### src/rtl/i2c_master_byte_engine_defines.svh
// assertion helpers used by the i2c master sequencer rtl
`ifndef I2C_MASTER_BYTE_ENGINE_DEFINES_SVH
`define I2C_MASTER_BYTE_ENGINE_DEFINES_SVH

// clocked assertion, held off while reset is asserted
`define I2CM_ASSERT(lbl, prop, msg) \
    lbl: assert property (@(posedge aclk) disable iff (!aresetn) (prop)) else $error(msg);

// clocked assertion that is also checked during reset
`define I2CM_ASSERT_ALWAYS(lbl, prop, msg) \
    lbl: assert property (@(posedge aclk) (prop)) else $error(msg);

`endif

### src/rtl/i2cm_pkg.sv
package i2cm_pkg;

    // action codes of a request
    typedef enum logic [2:0] {
        ACT_TICK  = 3'd0,
        ACT_START = 3'd1,
        ACT_STOP  = 3'd2,
        ACT_WRITE = 3'd3,
        ACT_READ  = 3'd4
    } action_t;

    // sequencer phases
    typedef enum logic [4:0] {
        PH_IDLE       = 5'd0,
        PH_ST_SCL_LO  = 5'd1,
        PH_ST_SDA_HI  = 5'd2,
        PH_ST_SCL_HI  = 5'd3,
        PH_ST_D1      = 5'd4,
        PH_ST_SDA_LO  = 5'd5,
        PH_ST_D2      = 5'd6,
        PH_FIN        = 5'd7,
        PH_SP_SCL_LO  = 5'd8,
        PH_SP_SDA_LO  = 5'd9,
        PH_SP_SCL_HI  = 5'd10,
        PH_SP_D1      = 5'd11,
        PH_SP_SDA_HI  = 5'd12,
        PH_SP_D2      = 5'd13,
        PH_WR_SCL_LO  = 5'd14,
        PH_WR_SDA     = 5'd15,
        PH_WR_D1      = 5'd16,
        PH_WR_SCL_HI  = 5'd17,
        PH_WR_D2      = 5'd18,
        PH_WR_SCL_LO2 = 5'd19,
        PH_AK_SDA_HI  = 5'd20,
        PH_AK_SCL_HI  = 5'd21,
        PH_AK_D       = 5'd22,
        PH_AK_POLL    = 5'd23,
        PH_RD_REL     = 5'd24,
        PH_RD_D0      = 5'd25,
        PH_RD_SCL_LO  = 5'd26,
        PH_RD_D1      = 5'd27,
        PH_RD_SCL_HI  = 5'd28,
        PH_RD_D2      = 5'd29
    } phase_t;

    // configuration register indexes
    typedef enum logic {
        REG_HALF_PERIOD = 1'b0,
        REG_ACK_TIMEOUT = 1'b1
    } reg_index_t;

    localparam logic [7:0] HALF_PERIOD_RESET = 8'd10;
    localparam logic [7:0] ACK_TIMEOUT_RESET = 8'd200;
    // shift value that sends a released data bit (nack) as the ninth bit
    localparam logic [7:0] NACK_SHIFT        = 8'h80;
    localparam logic [3:0] BITS_PER_BYTE     = 4'd8;

    // one request
    typedef struct packed {
        logic       sda_level;
        logic       send_ack;
        logic [7:0] write_byte;
        logic [2:0] action;
    } req_t;

    // one result
    typedef struct packed {
        logic       acked;
        logic [7:0] read_byte;
        logic       done_res;
        logic       busy_res;
        logic       sda_release;
        logic       scl_release;
    } res_t;

endpackage

### src/rtl/i2cm_seq.sv
`include "i2c_master_byte_engine_defines.svh"

// bus sequencer: advances one step per accepted request
module i2cm_seq (
    input  logic          aclk,
    input  logic          aresetn,
    input  logic          cfg_we,
    input  logic          cfg_index,
    input  logic [7:0]    cfg_data,
    input  logic          step_en,
    input  i2cm_pkg::req_t req,
    output i2cm_pkg::res_t res_next
);
    import i2cm_pkg::*;

    phase_t     phase_reg, phase_next, cur_phase;
    logic [7:0] delay_reg, delay_next;
    logic [3:0] bit_reg, bit_next;
    logic [7:0] shifter_reg, shifter_next;
    logic [7:0] poll_reg, poll_next;
    logic       ack_choice_reg, ack_choice_next;
    logic       scl_reg, scl_next;
    logic       sda_reg, sda_next;
    logic       ack_flag_reg, ack_flag_next;
    logic [7:0] last_read_reg, last_read_next;
    logic [7:0] half_reg, tmo_reg;
    logic       done;

    logic [7:0] half_eff, tmo_eff, delay_inc, poll_inc, sample;
    logic [3:0] bit_inc;
    logic       delay_done;

    // zero in a register acts as one
    assign half_eff   = (half_reg == 8'd0) ? 8'd1 : half_reg;
    assign tmo_eff    = (tmo_reg == 8'd0) ? 8'd1 : tmo_reg;
    assign delay_inc  = delay_reg + 8'd1;
    assign delay_done = (delay_inc >= half_eff);
    assign poll_inc   = poll_reg + 8'd1;

    // next state: command launch, then one step of the running command
    always_comb begin
        phase_next      = phase_reg;
        delay_next      = delay_reg;
        bit_next        = bit_reg;
        shifter_next    = shifter_reg;
        poll_next       = poll_reg;
        ack_choice_next = ack_choice_reg;
        scl_next        = scl_reg;
        sda_next        = sda_reg;
        ack_flag_next   = ack_flag_reg;
        last_read_next  = last_read_reg;
        done            = 1'b0;
        cur_phase       = phase_reg;
        bit_inc         = 4'd0;
        sample          = 8'd0;

        // launch only from idle; the action of a request while busy is ignored
        if (phase_reg == PH_IDLE) begin
            case (action_t'(req.action))
                ACT_START: cur_phase = PH_ST_SCL_LO;
                ACT_STOP:  cur_phase = PH_SP_SCL_LO;
                ACT_WRITE: begin
                    shifter_next = req.write_byte;
                    bit_next     = 4'd0;
                    cur_phase    = PH_WR_SCL_LO;
                end
                ACT_READ: begin
                    shifter_next    = 8'd0;
                    bit_next        = 4'd0;
                    ack_choice_next = req.send_ack;
                    cur_phase       = PH_RD_REL;
                end
                default: ;
            endcase
        end

        unique case (cur_phase)
            PH_IDLE: ;
            PH_ST_SCL_LO: begin scl_next = 1'b0; phase_next = PH_ST_SDA_HI; delay_next = '0; end
            PH_ST_SDA_HI: begin sda_next = 1'b1; phase_next = PH_ST_SCL_HI; delay_next = '0; end
            PH_ST_SCL_HI: begin scl_next = 1'b1; phase_next = PH_ST_D1; delay_next = '0; end
            PH_ST_D1, PH_ST_D2, PH_SP_D1, PH_WR_D1, PH_WR_D2, PH_AK_D, PH_RD_D0,
            PH_RD_D1: begin
                if (delay_done) begin
                    delay_next = '0;
                    case (cur_phase)
                        PH_ST_D1: phase_next = PH_ST_SDA_LO;
                        PH_ST_D2: phase_next = PH_FIN;
                        PH_SP_D1: phase_next = PH_SP_SDA_HI;
                        PH_WR_D1: phase_next = PH_WR_SCL_HI;
                        PH_WR_D2: phase_next = PH_WR_SCL_LO2;
                        PH_AK_D: begin
                            poll_next  = 8'd0;
                            phase_next = PH_AK_POLL;
                        end
                        PH_RD_D0: phase_next = PH_RD_SCL_LO;
                        default:  phase_next = PH_RD_SCL_HI;
                    endcase
                end else begin
                    delay_next = delay_inc;
                end
            end
            PH_ST_SDA_LO: begin sda_next = 1'b0; phase_next = PH_ST_D2; delay_next = '0; end
            PH_FIN: begin
                scl_next   = 1'b0;
                phase_next = PH_IDLE;
                delay_next = '0;
                done       = 1'b1;
            end
            PH_SP_SCL_LO: begin scl_next = 1'b0; phase_next = PH_SP_SDA_LO; delay_next = '0; end
            PH_SP_SDA_LO: begin sda_next = 1'b0; phase_next = PH_SP_SCL_HI; delay_next = '0; end
            PH_SP_SCL_HI: begin scl_next = 1'b1; phase_next = PH_SP_D1; delay_next = '0; end
            PH_SP_SDA_HI: begin sda_next = 1'b1; phase_next = PH_SP_D2; delay_next = '0; end
            PH_SP_D2: begin
                if (delay_done) begin
                    phase_next = PH_IDLE;
                    delay_next = '0;
                    done       = 1'b1;
                end else begin
                    delay_next = delay_inc;
                end
            end
            PH_WR_SCL_LO: begin scl_next = 1'b0; phase_next = PH_WR_SDA; delay_next = '0; end
            PH_WR_SDA: begin
                sda_next   = shifter_next[7];
                phase_next = PH_WR_D1;
                delay_next = '0;
            end
            PH_WR_SCL_HI: begin scl_next = 1'b1; phase_next = PH_WR_D2; delay_next = '0; end
            PH_WR_SCL_LO2: begin
                scl_next     = 1'b0;
                shifter_next = {shifter_next[6:0], 1'b0};
                bit_inc      = bit_next + 4'd1;
                bit_next     = bit_inc;
                delay_next   = '0;
                // eight data bits go to the ack check; the ninth bit of a read ends it
                if (bit_inc == BITS_PER_BYTE) begin
                    phase_next = PH_AK_SDA_HI;
                end else if (bit_inc > BITS_PER_BYTE) begin
                    phase_next = PH_IDLE;
                    done       = 1'b1;
                end else begin
                    phase_next = PH_WR_SCL_LO;
                end
            end
            PH_AK_SDA_HI: begin sda_next = 1'b1; phase_next = PH_AK_SCL_HI; delay_next = '0; end
            PH_AK_SCL_HI: begin
                scl_next   = 1'b1;
                poll_next  = 8'd0;
                phase_next = PH_AK_D;
                delay_next = '0;
            end
            PH_AK_POLL: begin
                // low data line is an ack, otherwise count toward the timeout
                if (!req.sda_level) begin
                    ack_flag_next = 1'b1;
                    phase_next    = PH_FIN;
                    delay_next    = '0;
                end else begin
                    poll_next = poll_inc;
                    if (poll_inc >= tmo_eff) begin
                        ack_flag_next = 1'b0;
                        phase_next    = PH_FIN;
                        delay_next    = '0;
                    end
                end
            end
            PH_RD_REL: begin sda_next = 1'b1; phase_next = PH_RD_D0; delay_next = '0; end
            PH_RD_SCL_LO: begin scl_next = 1'b0; phase_next = PH_RD_D1; delay_next = '0; end
            PH_RD_SCL_HI: begin scl_next = 1'b1; phase_next = PH_RD_D2; delay_next = '0; end
            PH_RD_D2: begin
                if (delay_done) begin
                    sample     = {shifter_next[6:0], req.sda_level};
                    bit_inc    = bit_next + 4'd1;
                    delay_next = '0;
                    if (bit_inc >= BITS_PER_BYTE) begin
                        // byte complete: send ack or nack as a ninth written bit
                        last_read_next = sample;
                        shifter_next   = ack_choice_next ? 8'd0 : NACK_SHIFT;
                        bit_next       = BITS_PER_BYTE;
                        phase_next     = PH_WR_SCL_LO;
                    end else begin
                        shifter_next = sample;
                        bit_next     = bit_inc;
                        phase_next   = PH_RD_SCL_LO;
                    end
                end else begin
                    delay_next = delay_inc;
                end
            end
            default: begin
                phase_next = PH_IDLE;
                delay_next = '0;
            end
        endcase
    end

    // result of this step
    always_comb begin
        res_next.scl_release = scl_next;
        res_next.sda_release = sda_next;
        res_next.busy_res    = (phase_next != PH_IDLE);
        res_next.done_res    = done;
        res_next.read_byte   = last_read_next;
        res_next.acked       = ack_flag_next;
    end

    // sequencer state
    always_ff @(posedge aclk) begin
        if (!aresetn) begin
            phase_reg      <= PH_IDLE;
            delay_reg      <= '0;
            bit_reg        <= '0;
            shifter_reg    <= '0;
            poll_reg       <= '0;
            ack_choice_reg <= 1'b0;
            scl_reg        <= 1'b1;
            sda_reg        <= 1'b1;
            ack_flag_reg   <= 1'b0;
            last_read_reg  <= '0;
        end else if (step_en) begin
            phase_reg      <= phase_next;
            delay_reg      <= delay_next;
            bit_reg        <= bit_next;
            shifter_reg    <= shifter_next;
            poll_reg       <= poll_next;
            ack_choice_reg <= ack_choice_next;
            scl_reg        <= scl_next;
            sda_reg        <= sda_next;
            ack_flag_reg   <= ack_flag_next;
            last_read_reg  <= last_read_next;
        end
    end

    // configuration registers
    always_ff @(posedge aclk) begin
        if (!aresetn) begin
            half_reg <= HALF_PERIOD_RESET;
            tmo_reg  <= ACK_TIMEOUT_RESET;
        end else if (cfg_we) begin
            case (reg_index_t'(cfg_index))
                REG_HALF_PERIOD: half_reg <= cfg_data;
                default:         tmo_reg  <= cfg_data;
            endcase
        end
    end

    `I2CM_ASSERT(a_idle_delay_clear, (phase_reg == PH_IDLE) |-> (delay_reg == 8'd0), "delay count not clear in idle")
    `I2CM_ASSERT(a_bit_count_range, bit_reg <= (BITS_PER_BYTE + 4'd1), "bit count out of range")
    `I2CM_ASSERT(a_done_to_idle, (step_en && done) |=> (phase_reg == PH_IDLE), "finished command left sequencer busy")
    `I2CM_ASSERT(a_delay_bound, (phase_reg != PH_IDLE) |-> (delay_reg < half_eff), "delay count ran past half period")

endmodule

### src/rtl/i2cm_out.sv
// result register between the sequencer and the master side
module i2cm_out (
    input  logic           aclk,
    input  logic           aresetn,
    input  logic           load,
    input  i2cm_pkg::res_t res_next,
    input  logic           m_tready,
    output logic           m_tvalid,
    output logic           slot_free,
    output i2cm_pkg::res_t res
);
    import i2cm_pkg::*;

    logic valid_reg, valid_next;
    res_t res_reg;

    // a held result frees its slot on the edge it is taken
    assign slot_free  = !valid_reg || m_tready;
    assign valid_next = load || (valid_reg && !m_tready);

    always_ff @(posedge aclk) begin
        if (!aresetn) begin
            valid_reg <= 1'b0;
        end else begin
            valid_reg <= valid_next;
        end
    end

    // payload, no reset needed
    always_ff @(posedge aclk) begin
        if (load) begin
            res_reg <= res_next;
        end
    end

    assign m_tvalid = valid_reg;
    assign res      = res_reg;

endmodule

### src/rtl/i2c_master_byte_engine.sv
// channel  | direction | handshake          | payload
// ---------+-----------+--------------------+--------------------------------------
// s_       | in        | s_tvalid/s_tready  | request: action, byte, ack choice, sda
// m_       | out       | m_tvalid/m_tready  | result: line drives, busy, done, data
// cfg_     | in        | cfg_we             | half period, ack timeout
//
// one request per cycle while s_tready is high; each request is one bus tick
// and yields one result, produced by one pass through the sequencer step logic
// into the result register, so it is on m_tdata in the cycle after it is taken
// s_tready drops only while the result register is full and m_tready is low
// aresetn is synchronous and active low; both lines come out of reset released
module i2c_master_byte_engine (
    input  logic        aclk,
    input  logic        aresetn,
    input  logic        cfg_we,
    input  logic        cfg_index,
    input  logic [7:0]  cfg_data,
    input  logic        s_tvalid,
    output logic        s_tready,
    // [2:0] action, [10:3] write_byte, [11] send_ack, [12] sda_level, [15:13] zero
    input  logic [15:0] s_tdata,
    output logic        m_tvalid,
    input  logic        m_tready,
    // [0] scl_release, [1] sda_release, [2] busy_res, [3] done_res,
    // [11:4] read_byte, [12] acked, [15:13] zero
    output logic [15:0] m_tdata
);
    import i2cm_pkg::*;

    req_t req;
    res_t res_next, res;
    logic slot_free, accept;

    assign req      = req_t'(s_tdata[12:0]);
    assign s_tready = slot_free;
    assign accept   = s_tvalid && slot_free;

    // step logic and state
    i2cm_seq u_seq (
        .aclk      (aclk),
        .aresetn   (aresetn),
        .cfg_we    (cfg_we),
        .cfg_index (cfg_index),
        .cfg_data  (cfg_data),
        .step_en   (accept),
        .req       (req),
        .res_next  (res_next)
    );

    // result register
    i2cm_out u_out (
        .aclk      (aclk),
        .aresetn   (aresetn),
        .load      (accept),
        .res_next  (res_next),
        .m_tready  (m_tready),
        .m_tvalid  (m_tvalid),
        .slot_free (slot_free),
        .res       (res)
    );

    assign m_tdata = {3'b000, res};

endmodule

### config.mk
export PLATFORM = sky130hd
export DESIGN_NAME = i2c_master_byte_engine
export DESIGN_NICKNAME = d
export VERILOG_FILES = /design/src/rtl/i2cm_pkg.sv /design/src/rtl/i2cm_seq.sv /design/src/rtl/i2cm_out.sv /design/src/rtl/i2c_master_byte_engine.sv
export VERILOG_INCLUDE_DIRS = /design/src /design/src/rtl
export SDC_FILE = /design/constraint.sdc
export NUM_CORES = 1
export LEC_CHECK = 0
export BUFFER_PORTS_ARGS = -buffer_cell sky130_fd_sc_hd__buf_2
export CAP_MARGIN = 20
export CORE_MARGIN = 5
export CORE_UTILIZATION = 35
export DETAILED_ROUTE_END_ITERATION = 12
export PLACE_DENSITY = 0.55
export SLEW_MARGIN = 20
export SYNTH_ARGS = -nofsm -noshare
export SYNTH_HDL_FRONTEND = slang
export SYNTH_SLANG_ARGS = --single-unit
### constraint.sdc
create_clock -name aclk -period 3.65 [get_ports aclk]
set_input_delay 1.095 -clock aclk [delete_from_list [all_inputs] [get_ports aclk]]
set_output_delay 1.095 -clock aclk [all_outputs]
set_load 0.01 [all_outputs]
==> summary.md <==
| Metric | Value |
|---|---|
| Post-cts sizing count | 0 |
| DR pass1 iterations | 5 |
| Post-synthesis mux area share | 1.59% |
| Async SR Flop Fraction | 0% |
| Mapped Avg Cell Area | 7.86 um^2 |
| Max Slew Vio Count | 0 |
| Avg Vias per Cell | 5.50 |
| CTS Hold Buffers Added | 0 |
| Cell Count, Final, Fillers Out | 813 |
| # DRC | 0 |
| Clock Skew | 7.75 ps |
| Final WL | 12500 um |
| Leakage | 2.21 nW |
| Place WS | around 130 ps |
| Clk sinks | 75 |
| Antenna Cells | 0 |
| Unique masters post-synth | 68 |
| First-pass GRT wire length | 20800 um |
| Synth Area in Simple Gates | 22.2% |
| CTS tree | yes |
| Share of post-route cells with drive strength above 1 | 15.4% |
| Fmax | 303 MHz |
| Critical path fanouts, max | 10 |
| Status | completed |
| Commonest cells after routing, fill and taps aside | nand2_1 (79), a21oi_1 (63), dfxtp_1 (62), nor2_1 (54), buf_2 (41) |
| Worst slew pin tran | 727 ps |
| Final period util | 90.4% |
| Main combinational cell family by area after synthesis | compound AO/OA/AOI/OAI gates |
| Die area | 15700 um^2 |
| GRT overflow | 0 |
| CTS H-tree depth | 3 |
| Yosys reg bits | 75 |
| Setup TNS | 0 ps |
| Synth Flop Type | dfxtp_1 |
| R2R cell count | 14 |
| Vias in the first global route | 4220 |
| Final setup fails | 0 |
| Met1 WL | 5740 um |
| Seq/Total Area, Yosys | 35.1% |
| Post-Syn Instances | just under 600 |
| Initial Util | 35.4% |
| Met3 Routed Length | between 700 and 800 um |
| Post-synth EDFFs | 13 |
| Die X | 125 um |
| HP Class | flip-flop to flip-flop |
| Synth Area in Adders | about 5.1% |
| Die Span Y | 125 um |
| Post-Synth XOR/XNOR Area | under 10% |
| CP Launch Type | flip-flop |
| Top layer in use | met5 |
| Arrival time worst endpoint | 3570 ps |
| Final WS setup | between 300 and 400 ps |
| Clk pin slew, worst setup/hold paths | ~60 ps |
| Dpl cells | 797 |
| Initial antenna violation count | 1 |
| Synth area leaders | dfxtp_1 (27%), edfxtp_1 (8.4%), a21oi_1 (6.8%) |
| Root Driver | clkbuf_16 |
| Clk buf depth | 2 |
| Iter 0 DRT Violations | ~250 |
| Layout area overhead | 16.1% |
| GRT Total Usage | 15.7% |
| Clock Latency Late Sink | 330 ps |
| Nets | 681 |
| Maxcap violations | 0 |
| Inserted Clock Buffers | 9 |
| Most common cell after layout, fill and taps aside | nand2_1 |
| # port buffers | roughly 40 |
| Post-Syn Area | 4650 um^2 |
| Worst Path Required | 3920 ps |
| Post-layout min period | around 3300 ps |
| Routed met2 length | ~5800 um |
| RePlAce Congestion | 0.929 |
| DR vias | 4469 |
| Max_slew headroom | a little over 50% |
| Number of synthesis warnings | 0 |
| Total setup buffers inserted after CTS | 0 |
| Row cnt | 42 |
| # IOs | 48 |
| VDD IR max | ~240 uV |
| Yosys top cell by area | dfxtp_1 |
| Synth Area in Compound Gates | between 20% and 30% |
| Power Density | 407 nW/um^2 |
| Largest net degree at the start of global routing | 46 |
| Crit end category | flip-flop |
| CORE AREA | 13100 um^2 |
| Area share of the largest cell type after synthesis | 26.7% |
| Unrepaired setup endpoints after global routing | false |
| Post-DP HPWL | 9150 um |
| WS Path Type | flip-flop to flip-flop |
| Max reg flops | 13 |
| Post-route ant nets | 0 |
| Final Hold Fails | 0 |
| Wire per inst | 15.3 um |
| WHS Path Cells | 2 |
-- cells by family (layout without fill, tap and decap cells) --
family	Yosys count	in the layout
muxes	7	7
xor gates and xnor gates	16	16
DFF	75	75
other	1	3
AOI/OAI and AO/OA	191	191
adders and majority gates	19	19
and+or+nand+nor	216	216
buffers and inverters	66	110
-- stage by stage --
stage	area (um^2)	util (%)	total power, mW	hold slack, ps
floorplan	4650	-	1.19	434
finish	5390	41.1	2.20	454
global route	5390	41.1	2.31	477
CTS	5390	41.1	2.22	456
detailed placement	5090	38.8	1.32	447
global placement	5090	38.8	1.32	442
-- metal layers --
layer / vias up / global-route usage, %
met4: 2 / 4.46
li1: 2230 / -
met2: 115 / 26.1
met5: - / 0
met1: 2102 / 20.1
met3: 20 / 4.14
-- final timing paths --
| check | end | from | slack (ps) |
|---|---|---|---|
| max | u_seq.bit_reg[2] | u_seq.delay_reg[2] | 350 |
| min | u_seq.last_read_reg[4] | u_seq.last_read_reg[4] | 450 |
| max reg2reg | u_seq.bit_reg[2] | u_seq.delay_reg[2] | 350 |
| min reg2reg | u_seq.last_read_reg[4] | u_seq.last_read_reg[4] | 450 |
-- area by class of cell --
class / instances / area, um^2
repair buffers: 62 / 375
inverters: 32 / 120
flip-flops and latches: 75 / 1630
fillers: 1395 / 7740
clock inverters: 7 / 75.1
clock buffers: 9 / 225
well taps: 176 / 220
multi-input cells: 452 / 2750
-- cells in the mapped netlist, types with 5 or more instances --
cell type and number:
a211o_1 7, a211oi_1 8, a21oi_1 63, a22oi_1 11, and2_1 5, buf_2 5
clkbuf_1 22, dfxtp_1 62, edfxtp_1 13, ha_1 19, inv_1 32, nand2_1 79
nand3_1 16, nand3b_1 5, nor2_1 54, nor3_1 19, o211ai_1 11, o21ai_0 36
o22ai_1 5, o31ai_1 5, xnor2_1 7, xor2_1 9
-- critical path: stages (launching register included) --
cell	delay, ps
dfxtp_1	430
nand3_1	140
inv_1	70
nand3_1	120
nor2_1	160
xor2_1	220
ha_1	300
a21oi_1	180
o21a_1	180
o31a_1	440
o21ai_1	130
buf_4	180
o21ai_0	380
a22oi_1	160
nor2_1	140
-- report_power, final --
part           switching (mW)  internal (mW)  leakage, nW
Clock                   0.359          0.534        0.150
Combinational           0.259          0.146         1.43
Sequential             0.0212          0.878        0.631
Total                   0.639           1.56         2.21
Power figures use the tool's default switching activity.
